`src/sv/pse_pkg.sv`:
```
`timescale 1ns / 1ps

package pse_pkg;

	// Default number of stack entries.
	localparam int STACK_DEPTH_DEF = 16;

	// Word width of a Q16.16 value.
	localparam int DATA_W = 32;

	// Operation codes carried in the input tuser field.
	typedef logic [2:0] op_t;
	localparam op_t OP_PUSH = 3'd0;
	localparam op_t OP_ADD  = 3'd1;
	localparam op_t OP_SUB  = 3'd2;
	localparam op_t OP_MUL  = 3'd3;
	localparam op_t OP_DIV  = 3'd4;

	// Status codes given with each result item.
	typedef logic [2:0] status_t;
	localparam status_t ST_OK    = 3'd0;
	localparam status_t ST_UNDER = 3'd1;
	localparam status_t ST_OVER  = 3'd2;
	localparam status_t ST_DIVZ  = 3'd3;
	localparam status_t ST_SAT   = 3'd4;

	// Saturation limits of the signed 32-bit range.
	localparam logic [DATA_W-1:0] VAL_MAX = 32'h7FFF_FFFF;
	localparam logic [DATA_W-1:0] VAL_MIN = 32'h8000_0000;

	// Request from the sequencer to the arithmetic unit.
	typedef struct packed {
		logic start;
		op_t  op;
	} alu_req_t;

	// Response from the arithmetic unit.
	typedef struct packed {
		logic done;
		logic sat;
		logic divz;
	} alu_rsp_t;

endpackage

```
`src/sv/pse_stack.sv`:
```
`timescale 1ns / 1ps

module pse_stack #(
	parameter int DEPTH = pse_pkg::STACK_DEPTH_DEF,
	localparam int AW = (DEPTH > 1) ? $clog2(DEPTH) : 1
) (
	input  logic                      clk,
	input  logic                      wr_en,
	input  logic [AW-1:0]             wr_addr,
	input  logic [pse_pkg::DATA_W-1:0] wr_data,
	input  logic                      rd_en,
	input  logic [AW-1:0]             rd_addr,
	output logic [pse_pkg::DATA_W-1:0] rd_data
);

	logic [pse_pkg::DATA_W-1:0] mem [DEPTH];
	logic [pse_pkg::DATA_W-1:0] rd_data_q;

	// Single write port.
	always_ff @(posedge clk) begin
		if (wr_en) begin
			mem[wr_addr] <= wr_data;
		end
	end

	// Registered read port; the data holds until the next read.
	always_ff @(posedge clk) begin
		if (rd_en) begin
			rd_data_q <= mem[rd_addr];
		end
	end

	assign rd_data = rd_data_q;

endmodule

```
`src/sv/pse_alu.sv`:
```
`timescale 1ns / 1ps

module pse_alu (
	input  logic                       clk,
	input  logic                       arst_n,
	input  pse_pkg::alu_req_t          req,
	input  logic [pse_pkg::DATA_W-1:0] x,
	input  logic [pse_pkg::DATA_W-1:0] y,
	output pse_pkg::alu_rsp_t          rsp,
	output logic [pse_pkg::DATA_W-1:0] result
);

	localparam logic [5:0] MUL_STEPS = 6'd32;
	localparam logic [5:0] DIV_STEPS = 6'd48;

	logic        busy_q;
	logic        fin_q;
	logic        done_q;
	logic        is_div_q;
	logic        neg_q;
	logic        sat_q;
	logic        divz_q;
	logic [5:0]  cnt_q;
	logic [63:0] prod_q;
	logic [31:0] rem_q;
	logic [31:0] mcand_q;
	logic [31:0] result_q;

	logic [31:0] x_mag;
	logic [31:0] y_mag;
	logic [32:0] add_a;
	logic [32:0] add_b;
	logic        add_sub;
	logic [32:0] add_sum;
	logic        add_ovf;
	logic [31:0] add_res;
	logic [47:0] mag;
	logic [31:0] fin_res;
	logic        fin_sat;
	logic [31:0] divz_res;

	// Magnitudes of the operands; the smallest value maps to 2^31.
	assign x_mag = x[31] ? (~x + 32'd1) : x;
	assign y_mag = y[31] ? (~y + 32'd1) : y;

	// Operand selection for the one shared 33-bit adder.
	always_comb begin
		add_a   = '0;
		add_b   = '0;
		add_sub = 1'b0;
		if (busy_q && !is_div_q) begin
			add_a = {1'b0, prod_q[63:32]};
			add_b = {1'b0, mcand_q};
		end else if (busy_q) begin
			add_a   = {rem_q, prod_q[47]};
			add_b   = {1'b0, mcand_q};
			add_sub = 1'b1;
		end else begin
			add_a   = {x[31], x};
			add_b   = {y[31], y};
			add_sub = (req.op == pse_pkg::OP_SUB);
		end
	end

	assign add_sum = add_a + (add_b ^ {33{add_sub}}) + {32'd0, add_sub};

	// Saturated sum or difference.
	assign add_ovf = add_sum[32] ^ add_sum[31];
	assign add_res = add_ovf ? (add_sum[32] ? pse_pkg::VAL_MIN : pse_pkg::VAL_MAX)
	                         : add_sum[31:0];

	// Final magnitude, sign and saturation of a product or quotient.
	assign mag = is_div_q ? prod_q[47:0] : prod_q[63:16];

	always_comb begin
		fin_res = mag[31:0];
		fin_sat = 1'b0;
		if (neg_q) begin
			if (mag > 48'h0000_8000_0000) begin
				fin_res = pse_pkg::VAL_MIN;
				fin_sat = 1'b1;
			end else begin
				fin_res = 32'd0 - mag[31:0];
			end
		end else if (mag > 48'h0000_7FFF_FFFF) begin
			fin_res = pse_pkg::VAL_MAX;
			fin_sat = 1'b1;
		end
	end

	// Result of a division by zero follows the sign of the dividend.
	assign divz_res = (x == '0) ? '0 : (x[31] ? pse_pkg::VAL_MIN : pse_pkg::VAL_MAX);

	// Control of the iteration.
	always_ff @(posedge clk or negedge arst_n) begin
		if (!arst_n) begin
			busy_q <= 1'b0;
			fin_q  <= 1'b0;
			done_q <= 1'b0;
		end else begin
			if (req.start) begin
				case (req.op)
					pse_pkg::OP_MUL: begin
						busy_q <= 1'b1;
						done_q <= 1'b0;
					end
					pse_pkg::OP_DIV: begin
						busy_q <= (y != '0);
						done_q <= (y == '0);
					end
					default: begin
						done_q <= 1'b1;
					end
				endcase
			end else if (busy_q) begin
				done_q <= 1'b0;
				if (cnt_q == 6'd1) begin
					busy_q <= 1'b0;
					fin_q  <= 1'b1;
				end
			end else if (fin_q) begin
				fin_q  <= 1'b0;
				done_q <= 1'b1;
			end else begin
				done_q <= 1'b0;
			end
		end
	end

	// Datapath: shift-add multiply and restoring divide on magnitudes.
	always_ff @(posedge clk) begin
		if (req.start) begin
			neg_q    <= x[31] ^ y[31];
			is_div_q <= (req.op == pse_pkg::OP_DIV);
			rem_q    <= '0;
			case (req.op)
				pse_pkg::OP_MUL: begin
					mcand_q <= x_mag;
					prod_q  <= {32'd0, y_mag};
					cnt_q   <= MUL_STEPS;
					sat_q   <= 1'b0;
					divz_q  <= 1'b0;
				end
				pse_pkg::OP_DIV: begin
					mcand_q <= y_mag;
					prod_q  <= {16'd0, x_mag, 16'd0};
					cnt_q   <= DIV_STEPS;
					sat_q   <= 1'b0;
					divz_q  <= (y == '0);
					if (y == '0) begin
						result_q <= divz_res;
					end
				end
				default: begin
					result_q <= add_res;
					sat_q    <= add_ovf;
					divz_q   <= 1'b0;
				end
			endcase
		end else if (busy_q) begin
			cnt_q <= cnt_q - 6'd1;
			if (!is_div_q) begin
				prod_q <= {(prod_q[0] ? add_sum : {1'b0, prod_q[63:32]}), prod_q[31:1]};
			end else begin
				rem_q  <= add_sum[32] ? add_a[31:0] : add_sum[31:0];
				prod_q <= {prod_q[62:0], ~add_sum[32]};
			end
		end else if (fin_q) begin
			result_q <= fin_res;
			sat_q    <= fin_sat;
		end
	end

	assign rsp.done = done_q;
	assign rsp.sat  = sat_q;
	assign rsp.divz = divz_q;
	assign result   = result_q;

endmodule

```
`src/sv/pse_ctrl.sv`:
```
`timescale 1ns / 1ps

module pse_ctrl #(
	parameter int DEPTH = pse_pkg::STACK_DEPTH_DEF,
	localparam int AW = (DEPTH > 1) ? $clog2(DEPTH) : 1
) (
	input  logic                       clk,
	input  logic                       arst_n,
	input  logic                       s_tvalid,
	output logic                       s_tready,
	input  logic [pse_pkg::DATA_W-1:0] s_tdata,
	input  logic                       s_tlast,
	input  logic [2:0]                 s_tuser,
	output logic                       m_tvalid,
	input  logic                       m_tready,
	output logic [pse_pkg::DATA_W-1:0] m_tdata,
	output logic [2:0]                 m_tuser,
	output logic                       wr_en,
	output logic [AW-1:0]              wr_addr,
	output logic [pse_pkg::DATA_W-1:0] wr_data,
	output logic                       rd_en,
	output logic [AW-1:0]              rd_addr,
	input  logic [pse_pkg::DATA_W-1:0] rd_data,
	output pse_pkg::alu_req_t          alu_req,
	output logic [pse_pkg::DATA_W-1:0] alu_x,
	output logic [pse_pkg::DATA_W-1:0] alu_y,
	input  pse_pkg::alu_rsp_t          alu_rsp,
	input  logic [pse_pkg::DATA_W-1:0] alu_result
);

	localparam int CW = $clog2(DEPTH + 1);

	typedef enum logic [5:0] {
		S_IDLE = 6'b000001,
		S_RDX  = 6'b000010,
		S_RDY  = 6'b000100,
		S_RUN  = 6'b001000,
		S_TOP  = 6'b010000,
		S_EMIT = 6'b100000
	} state_t;

	state_t                     state_q;
	logic [CW-1:0]              count_q;
	pse_pkg::status_t           err_q;
	logic                       last_q;
	pse_pkg::op_t               op_q;
	logic [pse_pkg::DATA_W-1:0] x_q;
	logic                       m_tvalid_q;
	logic [pse_pkg::DATA_W-1:0] m_tdata_q;
	pse_pkg::status_t           m_tuser_q;

	logic          accept;
	logic          is_push;
	logic          is_arith;
	logic          has_room;
	logic          has_two;
	logic          has_one;
	logic [CW-1:0] cnt_m1;
	logic [CW-1:0] cnt_m2;
	logic          out_free;
	logic          wb;

	// Keeps the first error of an expression.
	function automatic pse_pkg::status_t note_err(pse_pkg::status_t cur,
	                                              pse_pkg::status_t code);
		return (cur == pse_pkg::ST_OK) ? code : cur;
	endfunction

	// Decode of the incoming item and of the stack fill.
	assign s_tready = (state_q == S_IDLE);
	assign accept   = s_tvalid && s_tready;
	assign is_push  = (s_tuser == pse_pkg::OP_PUSH);
	assign is_arith = (s_tuser inside {[pse_pkg::OP_ADD:pse_pkg::OP_DIV]});
	assign has_room = (count_q < CW'(DEPTH));
	assign has_two  = (count_q >= CW'(2));
	assign has_one  = (count_q != '0);
	assign cnt_m1   = count_q - CW'(1);
	assign cnt_m2   = count_q - CW'(2);
	assign out_free = !m_tvalid_q || m_tready;
	assign wb       = (state_q == S_RUN) && alu_rsp.done;

	// Stack write port: pushes from the input, results from the unit.
	assign wr_en   = (accept && is_push && has_room) || wb;
	assign wr_addr = (state_q == S_RUN) ? cnt_m2[AW-1:0] : count_q[AW-1:0];
	assign wr_data = (state_q == S_RUN) ? alu_result : s_tdata;

	// Stack read port: top, then next entry, then top at expression end.
	always_comb begin
		rd_en   = 1'b0;
		rd_addr = cnt_m1[AW-1:0];
		case (state_q)
			S_IDLE: begin
				rd_en = accept && is_arith && has_two;
			end
			S_RDX: begin
				rd_en   = 1'b1;
				rd_addr = cnt_m2[AW-1:0];
			end
			S_TOP: begin
				rd_en = has_one;
			end
			default: begin
				rd_en = 1'b0;
			end
		endcase
	end

	// Start of the arithmetic unit once both operands are read.
	assign alu_req.start = (state_q == S_RDY);
	assign alu_req.op    = op_q;
	assign alu_x         = x_q;
	assign alu_y         = rd_data;

	// Sequencer, stack count, sticky status and output valid.
	always_ff @(posedge clk or negedge arst_n) begin
		if (!arst_n) begin
			state_q    <= S_IDLE;
			count_q    <= '0;
			err_q      <= pse_pkg::ST_OK;
			last_q     <= 1'b0;
			m_tvalid_q <= 1'b0;
		end else begin
			if (state_q == S_EMIT && out_free) begin
				m_tvalid_q <= 1'b1;
			end else if (m_tvalid_q && m_tready) begin
				m_tvalid_q <= 1'b0;
			end
			case (state_q)
				S_IDLE: begin
					if (accept) begin
						last_q <= s_tlast;
						if (is_push) begin
							if (has_room) begin
								count_q <= count_q + CW'(1);
							end else begin
								err_q <= note_err(err_q, pse_pkg::ST_OVER);
							end
							state_q <= s_tlast ? S_TOP : S_IDLE;
						end else if (is_arith && has_two) begin
							state_q <= S_RDX;
						end else begin
							err_q   <= note_err(err_q, pse_pkg::ST_UNDER);
							state_q <= s_tlast ? S_TOP : S_IDLE;
						end
					end
				end
				S_RDX: begin
					state_q <= S_RDY;
				end
				S_RDY: begin
					state_q <= S_RUN;
				end
				S_RUN: begin
					if (alu_rsp.done) begin
						count_q <= cnt_m1;
						if (alu_rsp.divz) begin
							err_q <= note_err(err_q, pse_pkg::ST_DIVZ);
						end else if (alu_rsp.sat) begin
							err_q <= note_err(err_q, pse_pkg::ST_SAT);
						end
						state_q <= last_q ? S_TOP : S_IDLE;
					end
				end
				S_TOP: begin
					state_q <= S_EMIT;
				end
				S_EMIT: begin
					if (out_free) begin
						count_q <= '0;
						err_q   <= pse_pkg::ST_OK;
						state_q <= S_IDLE;
					end
				end
				default: begin
					state_q <= S_IDLE;
				end
			endcase
		end
	end

	// Payload registers: item operation, first operand, result item.
	always_ff @(posedge clk) begin
		if (accept) begin
			op_q <= s_tuser;
		end
		if (state_q == S_RDX) begin
			x_q <= rd_data;
		end
		if (state_q == S_EMIT && out_free) begin
			m_tdata_q <= has_one ? rd_data : '0;
			m_tuser_q <= (err_q == pse_pkg::ST_OK && !has_one) ? pse_pkg::ST_UNDER : err_q;
		end
	end

	assign m_tvalid = m_tvalid_q;
	assign m_tdata  = m_tdata_q;
	assign m_tuser  = m_tuser_q;

endmodule

```
`src/sv/postfix_stack_evaluator_unit.sv`:
```
`timescale 1ns / 1ps

// Postfix expression evaluator over signed Q16.16 values.
// Input channel s_*: one item per token. tuser holds the operation (push, add,
// subtract, multiply, divide), tdata the value to push, tlast the final item of
// an expression. Output channel m_*: one item per expression, tdata the top of
// the stack and tuser the sticky status of the first error.
// Each input item is worked on alone and s_tready is low until it is done.
// A push is written to the stack memory as it is accepted. An operator reads its
// two operands from the stack memory one after the other and then runs the
// shared arithmetic unit: add, subtract and division by zero need no iteration,
// multiply runs 32 shift-add steps and divide 48 restoring steps. The last item of
// an expression then reads the top of the stack and loads the output register.
// The output register lets the next expression start while a result waits;
// if the receiver stalls, the next result holds the block in its final cycle.
// Reset empties the stack, clears the status and drops any pending result;
// the stack memory itself is not cleared.
module postfix_stack_evaluator_unit #(
	parameter int STACK_DEPTH = pse_pkg::STACK_DEPTH_DEF
) (
	input  logic        clk,
	input  logic        arst_n,
	input  logic        s_tvalid,
	output logic        s_tready,
	input  logic [31:0] s_tdata,   // [31:0] operand_value
	input  logic        s_tlast,   // expr_end
	input  logic [2:0]  s_tuser,   // [2:0] operation
	output logic        m_tvalid,
	input  logic        m_tready,
	output logic [31:0] m_tdata,   // [31:0] result_value
	output logic [2:0]  m_tuser    // [2:0] status
);

	localparam int AW = (STACK_DEPTH > 1) ? $clog2(STACK_DEPTH) : 1;

	logic                       wr_en;
	logic [AW-1:0]              wr_addr;
	logic [pse_pkg::DATA_W-1:0] wr_data;
	logic                       rd_en;
	logic [AW-1:0]              rd_addr;
	logic [pse_pkg::DATA_W-1:0] rd_data;
	pse_pkg::alu_req_t          alu_req;
	pse_pkg::alu_rsp_t          alu_rsp;
	logic [pse_pkg::DATA_W-1:0] alu_x;
	logic [pse_pkg::DATA_W-1:0] alu_y;
	logic [pse_pkg::DATA_W-1:0] alu_result;

	// Sequencer with stack pointer and status.
	pse_ctrl #(
		.DEPTH(STACK_DEPTH)
	) u_ctrl (
		.clk       (clk),
		.arst_n    (arst_n),
		.s_tvalid  (s_tvalid),
		.s_tready  (s_tready),
		.s_tdata   (s_tdata),
		.s_tlast   (s_tlast),
		.s_tuser   (s_tuser),
		.m_tvalid  (m_tvalid),
		.m_tready  (m_tready),
		.m_tdata   (m_tdata),
		.m_tuser   (m_tuser),
		.wr_en     (wr_en),
		.wr_addr   (wr_addr),
		.wr_data   (wr_data),
		.rd_en     (rd_en),
		.rd_addr   (rd_addr),
		.rd_data   (rd_data),
		.alu_req   (alu_req),
		.alu_x     (alu_x),
		.alu_y     (alu_y),
		.alu_rsp   (alu_rsp),
		.alu_result(alu_result)
	);

	// Stack storage.
	pse_stack #(
		.DEPTH(STACK_DEPTH)
	) u_stack (
		.clk    (clk),
		.wr_en  (wr_en),
		.wr_addr(wr_addr),
		.wr_data(wr_data),
		.rd_en  (rd_en),
		.rd_addr(rd_addr),
		.rd_data(rd_data)
	);

	// Shared arithmetic unit.
	pse_alu u_alu (
		.clk   (clk),
		.arst_n(arst_n),
		.req   (alu_req),
		.x     (alu_x),
		.y     (alu_y),
		.rsp   (alu_rsp),
		.result(alu_result)
	);

endmodule

```
`config.mk`:
```
export PLATFORM = sky130hd
export DESIGN_NAME = postfix_stack_evaluator_unit
export DESIGN_NICKNAME = d
export VERILOG_FILES = /design/src/sv/pse_pkg.sv /design/src/sv/pse_stack.sv /design/src/sv/pse_alu.sv /design/src/sv/pse_ctrl.sv /design/src/sv/postfix_stack_evaluator_unit.sv
export SDC_FILE = /design/constraint.sdc
export NUM_CORES = 1
export LEC_CHECK = 0
export ABC_CLOCK_PERIOD_IN_PS = 12300
export BUFFER_PORTS_ARGS = -buffer_cell sky130_fd_sc_hd__buf_2
export CAP_MARGIN = 20
export CORE_MARGIN = 5
export CORE_UTILIZATION = 35
export DETAILED_ROUTE_END_ITERATION = 12
export GPL_TIMING_DRIVEN = 0
export PLACE_DENSITY = 0.58
export SLEW_MARGIN = 20
export SYNTH_ARGS = -nofsm -noshare
export SYNTH_HDL_FRONTEND = slang
export SYNTH_SLANG_ARGS = --single-unit
export TNS_END_PERCENT = 30
```
`constraint.sdc`:
```
create_clock -name clk -period 12.3 [get_ports clk]
set_input_delay 1.845 -clock clk [delete_from_list [all_inputs] [get_ports clk]]
set_output_delay 1.845 -clock clk [all_outputs]
set_load 0.05 [all_outputs]
```
### Word-level counts from Yosys, hierarchy flattened

Memory sizes are Yosys's and may differ from the RTL's. A register that Yosys moved wholly into a read port is not among the register bits.
Cells that the tools add are included.
W data, S select, Z words.

* memories: 1
* logic and storage cells: 192
* bits of input ports: 40
* bits in writable memories: 512
* bits in registers: 259
* output and inout port bits: 37

Memory list
* u_stack.mem: depth 16, bits a word 32, rd ports 1, clocked after Yosys merged registers in 1, write ports 1, RTL line pse_stack.sv:16 `logic [pse_pkg::DATA_W-1:0] mem [DEPTH];`

* add/sub/neg operators: 9
* muxes and demuxes: 83
* bitwise logic cells: 7
* equal/unequal tests: 26
* $lt $le $gt $ge: 6
* reduce and logical (&&, ||, !) cells: 39

Operators with widths (number)
* $mux W32: 15
* $mux W64: 3
* $mux W33: 5
* $pmux W32 S2: 2
* $pmux W64 S2: 1
* $add A32 B1 Y32 const B: 2
* $logic_not A32 Y1: 2
* $not A32 Y32: 2
* $gt A48 B31 Y1 const B: 1
* $gt A48 B32 Y1 const B: 1
* $mux W48: 1
* $mux W6: 7
* $mux W3: 12
* $pmux W6 S6: 1
* $mux W5: 7
* $add A33 B1 Y33: 1
* $add A33 B33 Y33: 1
* $xor A33 B33 Y33: 1
* $reduce_bool A32 Y1: 1
* $sub A1 B32 Y32 const A: 1
* $mux W1: 21
* $pmux W5 S3: 1
* $ne A2 B2 Y1 const B: 7
* $eq A6 B1 Y1 const B: 2
* other kinds (39): 72

### Longest topological paths before layout

* depth in word-level cells: 10
* depth in mapped cells: 24
* gate-level depth less buffers: 15

### Cells and area by module

Synthesis repeated with hierarchy kept, for this count alone.

* cell total of the unflattened synthesis: 2903
* area, all modules: 38698.4 µm²

By module, submodules not included
* pse_stack: area an instance 20155.6 µm², instances 1, cells each 838, seq. area each 16335.7 µm²
* pse_alu: area an instance 14288.7 µm², instances 1, cells each 1678, seq. area each 4859.7 µm²
* pse_ctrl: area an instance 4254.1 µm², instances 1, cells each 387, seq. area each 2503.7 µm²

### Least setup slack after synthesis

OpenSTA, ideal clock, no wires.

* path kind: register to register
* from: register u_alu.busy_q
* to: register u_alu.cnt_q[0], enable pin
* setup slack: 6.682 ns
* library setup time: 0.540 ns
* path buffers: 3
* clock period less this slack: 5.618 ns
* required time: 11.760 ns
* data arrival time: 5.078 ns
* cell stages (with the launch flop): 6
* cells stage by stage: dfrtp_1 clkbuf_1 clkbuf_1 buf_1 nor2_1 a31oi_1

* word-level cells in the longest chain between the ends: 2

Ends and longest elaborated chain
* start: declaration: RTL line pse_alu.sv:16 `logic busy_q;`
* start signal: assignment: RTL line pse_alu.sv:108 `busy_q <= (y != '0);`
* $reduce_bool A2 Y1 (no source line)
* $reduce_and A2 Y1 (no source line)
* end signal: assignment: RTL line pse_alu.sv:161 `cnt_q <= cnt_q - 6'd1;`
* end: declaration: RTL line pse_alu.sv:23 `logic [5:0] cnt_q;`

Every way passes these cells.
A chain may end at the register's enable or synchronous reset.

### Final worst setup path

* from: register u_alu.is_div_q
* to: register u_alu.result_q[1] (netlist: u_alu.result[1]), data pin

* word-level cells in the longest chain between the ends: 10
* elaborated cells on any way between the ends: 22
* those cells by class: add/sub (3); order compare (2); mux (13); bitwise (2); reduce/logical (2)

Ends and longest elaborated chain
* start: declaration: RTL line pse_alu.sv:19 `logic is_div_q;`
* start signal: assignment: RTL line pse_alu.sv:134 `is_div_q <= (req.op == pse_pkg::OP_DIV);`
* $logic_not A1 Y1: RTL line pse_alu.sv:51 `if (busy_q && !is_div_q) begin`
* $logic_and A1 B1 Y1: RTL line pse_alu.sv:51
* $mux W33 / $mux W1 (equally long branches): RTL line pse_alu.sv:51
* $xor A33 B33 Y33: RTL line pse_alu.sv:65 `assign add_sum = add_a + (add_b ^ {33{add_sub}}) + {32'd0, add_sub};`
* $add A33 B33 Y33: RTL line pse_alu.sv:65
* $add A33 B1 Y33: RTL line pse_alu.sv:65
* $mux W32 / $xor A1 B1 Y1 (equally long branches): RTL line pse_alu.sv:69, pse_alu.sv:68
* $mux W32: RTL line pse_alu.sv:69 `assign add_res = add_ovf ? (add_sum[32] ? pse_pkg::VAL_MIN : pse_pkg::VAL_MAX)`
* $pmux W32 S2: RTL line pse_alu.sv:136 `case (req.op)`
* $mux W32 *: RTL line pse_alu.sv:132 `if (req.start) begin`
* end signal: assignment: RTL line pse_alu.sv:151 `result_q <= divz_res;`
* end signal: assignment: RTL line pse_alu.sv:155 `result_q <= add_res;`
* end signal: assignment: RTL line pse_alu.sv:169 `result_q <= fin_res;`
* end: declaration: RTL line pse_alu.sv:27 `logic [31:0] result_q;`

Every way passes the cells marked *; elsewhere a longest branch is shown, timed or not. The select of a mux whose other input is x is not followed.

==> impl_metrics.toml <==
[sta]
tightest_slew_ns = 1.185
timing.fmax_mhz = 117.5
setup_viol = 0
slew_headroom_pct = 20.75
skew_ns = 0.03702
tns_ns = 0
grt_setup_unrepaired = "false"
hold_violations = 0
slew_viol_final = 0
holdWs_ns = 0.4549
fin_crit_sh_pct = 69.17
min_period_ns = 8.507

[synthesis]
synth_warnings = 0
synthFlopType = "edfxtp_1"
synth_area_leaders = "edfxtp_1 (59%), mux4_2 (7.5%), mux2i_1 (4.7%)"
ys_seq_area_share_pct = 61.84
netlist.area_leader.share_pct = 58.93
synth-seq-cells = 803
ys_types = 77
synth_fp_nets = 2951
synthCells = 2867
yosysTopAreaCell = "edfxtp_1"
syn_area_um2 = 38320
postSynth.asyncResetShare_pct = 2.366
syn_avg_cell_area_um2 = 13.37
synth-edff-count = 752

[clock_tree]
cts_hold_buf = 0
cts_buffer_depth = 3
post-cts-setup-buffer-count = 0
clkTransAtPathRegs_ns = 0.07
cts_buffers = 85
root_buffer = "clkbuf_16"
cts-resized-gates = 0
clkLatencyLatePin_ns = 0.66
htreeDepth = 3
cts_tree = "built"
clkSinkCount = 803

[global_route]
grt_pass1_wl_um = 189100
overflow = 0
grt_use_total_pct = 22.35
grt_max_degree = 33
grt_pass1_vias = 25770
antenna_found_initial = 1

[placed_design]
gp_congestion = 1.022
portBuffers = 76
hpwlAfterDp_um = 99100

[cells_and_area]
nets = 3147
fillers = 10170
drive_gt1_share_pct = 14.21
area_growth_pct = 15.45

[critical_path]
r2r_start = "u_alu.is_div_q$_DFFE_PP_"
reg2reg_slack_ns = 3.79
path_class = "flop to flop"
cp.arrival_ns = 8.90
crit_path_end_kind = "flop"
rr_worst_depth = 22
critPathMaxFanout = 10
cp_data_required_time_ns = 12.69
start_kind = "flop"
rr_endpoint = "u_alu.result[1]$_DFFE_PP_"

[floorplanning]
die_h_um = 340.9
core-area_um2 = 108900
die_w_um = 340.9
ios = 77
initial_core_util_pct = 35.20
die_area_um2 = 116200
rows = 121

[routing]
drt_iter0_markers = 3173
drc_errors = 0
viasPerCell = 5.852
wl_per_cell_um = 29.30
firstDrtPassIters = 6
detail-route-antenna-nets = 0
wl_um = 133200
via_count = 26610

[hold_path]
hp-class = "flop to flop"
holdPathStages = 2
worstHoldEndpoint = "u_alu.rem_q[14]$_SDFFE_PP0P_"
min_from = "u_alu.rem_q[14]$_SDFFE_PP0P_"

[status]
status = "completed"

[power_and_ir_drop]
total_power_w = 0.01252
p_per_area_nw_per_um2 = 283.1
leakagePower_nw = 14.79
worst_ir_drop_vdd_mv = 0.1394

[run]
max_cap_violations = 0
-- flip-flops by register name, summed over array words and instances, names as in the netlist, 3 cells and up --
register and cells:
u_alu.cnt_q 6, u_alu.mcand_q 32, u_alu.prod_q 64, u_alu.rem_q 32, u_alu.result 32, u_ctrl.alu_x 32, u_ctrl.count_q 5, u_ctrl.err_q 3
u_ctrl.m_tdata 32, u_ctrl.m_tuser 3, u_ctrl.op_q 3, u_ctrl.state_q 6, u_stack.mem 512, u_stack.rd_data 32
-- worst max-delay path by stage --
stage,startpoint,to,cells past startpoint
floorplan,u_alu.busy_q$_DFFE_PN0P_,u_alu.cnt_q[0]$_SDFFCE_PP0P_,5
global placement,u_ctrl.state_q[1]$_DFFE_PN0P_,u_alu.prod_q[44]$_DFFE_PP_,6
detailed placement,u_alu.is_div_q$_DFFE_PP_,u_alu.result[1]$_DFFE_PP_,22
CTS,u_alu.is_div_q$_DFFE_PP_,u_alu.result[1]$_DFFE_PP_,22
global route,u_alu.is_div_q$_DFFE_PP_,u_alu.result[1]$_DFFE_PP_,22
finish,u_alu.is_div_q$_DFFE_PP_,u_alu.result[1]$_DFFE_PP_,22
-- where the power goes --
| part | switching [W] | total (W) | internal, W |
|---|---|---|---|
| clock | 0.00112 | 0.00254 | 0.00142 |
| sequential | 0.000327 | 0.00373 | 0.00340 |
| combinational | 0.00412 | 0.00625 | 0.00212 |
| total | 0.00557 | 0.0125 | 0.00695 |
-- critical path, cell delays in order, from the launching register on --
cell and delay, ns:
edfxtp_1 0.33, buf_4 0.21, buf_4 0.25, buf_2 0.27
buf_2 0.31, buf_1 0.64, buf_2 0.47, buf_2 0.34
clkbuf_1 0.75, a21oi_1 0.24, a21oi_1 0.33, ha_1 0.29
nand2b_1 0.15, a21o_1 0.22, a21oi_1 0.38, a211o_1 0.28
a21oi_1 0.13, o21ai_1 0.36, xor2_1 0.97, nand2_1 0.17
and2_1 0.25, buf_1 0.27, a221oi_1 0.61
-- kinds of logic (layout without fill, tap and decap cells) --
group                      count (synthesis)  in the layout  share of synthesized area, %
buffers and inverters                    213            477                         2.253
muxes                                    314            314                         12.40
and+or+nand+nor                          728            728                         8.986
other                                      0              2                             0
AOI/OAI and AO/OA                        629            629                         9.949
adders and majority gates                 44             44                         1.456
xor gates and xnor gates                 136            136                         3.108
DFF                                      803            803                         61.84
-- metal layers --
layer	wire length [um]	global-route usage [%]	up-vias	share of wire [%]
met5	0	0	-	0
met4	6317	8.955	0	4.7
met3	10270	2.934	281	7.7
met2	60940	35.04	1408	46
met1	55700	31.64	13510	42
li1	-	-	11410	-
-- layout by cell type, fill, tap and decap left out, types with 14 or more instances in the layout --
| cell type | count |
|---|---|
| nor2_4 | 17 |
| or3_1 | 14 |
| clkbuf_1 | 128 |
| xnor2_1 | 34 |
| mux4_2 | 128 |
| buf_2 | 97 |
| o22ai_1 | 30 |
| xor2_1 | 102 |
| nand3_1 | 22 |
| nor2b_1 | 95 |
| clkbuf_16 | 87 |
| clkinv_1 | 19 |
| o31ai_1 | 24 |
| a211oi_1 | 76 |
| nand2b_1 | 17 |
| mux2i_1 | 179 |
| buf_16 | 25 |
| nor3_1 | 49 |
| nand4_1 | 14 |
| buf_1 | 29 |
| edfxtp_1 | 752 |
| nor4_1 | 16 |
| clkinv_2 | 18 |
| o21ai_0 | 130 |
| ha_1 | 43 |
| inv_1 | 35 |
| a21oi_1 | 242 |
| nor2_1 | 176 |
| dfrtp_1 | 18 |
| a21o_1 | 20 |
| dfxtp_1 | 32 |
| nand2_1 | 251 |
-- synthesized netlist by cell type, types with 6 or more instances --
master / n
nand4_1: 14
a221oi_1: 8
nor3b_1: 11
nor3_1: 49
a211oi_1: 76
o21a_1: 9
o41ai_1: 10
o21ai_0: 131
xor2_1: 102
mux4_2: 128
nand3_1: 22
dfrtp_1: 18
mux2_2: 7
o211ai_1: 12
a21oi_1: 243
or4_1: 7
nor2_1: 193
buf_2: 21
mux2i_1: 179
nand2b_1: 17
a21boi_0: 6
clkbuf_1: 115
or3_1: 15
edfxtp_1: 752
dfxtp_1: 32
xnor2_1: 34
ha_1: 43
inv_1: 36
o22ai_1: 30
nor4_1: 16
o21bai_1: 7
o31ai_1: 24
a21o_1: 20
and3_1: 6
a31oi_1: 13
nor2b_1: 95
and2_1: 8
nand2_1: 251
buf_1: 30
buf_4: 6
-- cell type report --
| cell class | count | area [um^2] | area share, % |
|---|---|---|---|
| plain buffers | 174 | 718.2 | 1.623 |
| multi-input cells | 1851 | 13930 | 31.50 |
| repair buffers | 109 | 1224 | 2.766 |
| flip-flops and latches | 803 | 23700 | 53.57 |
| diodes | 2 | 5.005 | 0.01131 |
| clock inverters | 50 | 449.2 | 1.015 |
| clock buffers | 105 | 2295 | 5.187 |
| well taps | 1414 | 1769 | 3.999 |
| inverters | 39 | 146.4 | 0.3309 |
-- metrics by stage --
step           setup slack (ns)  utilization, %  area, um^2  cells
3_5_place_dp              4.015           38.12       41490   4390
2_1_floorplan             6.682               -       38320   2867
3_3_place_gp              3.626           37.18       40470   4357
5_1_grt                   3.665           40.64       44230   4545
4_1_cts                   4.021           40.64       44230   4545
6_report                  3.793           40.64       44240   4547
Power figures use the tool's default switching activity.
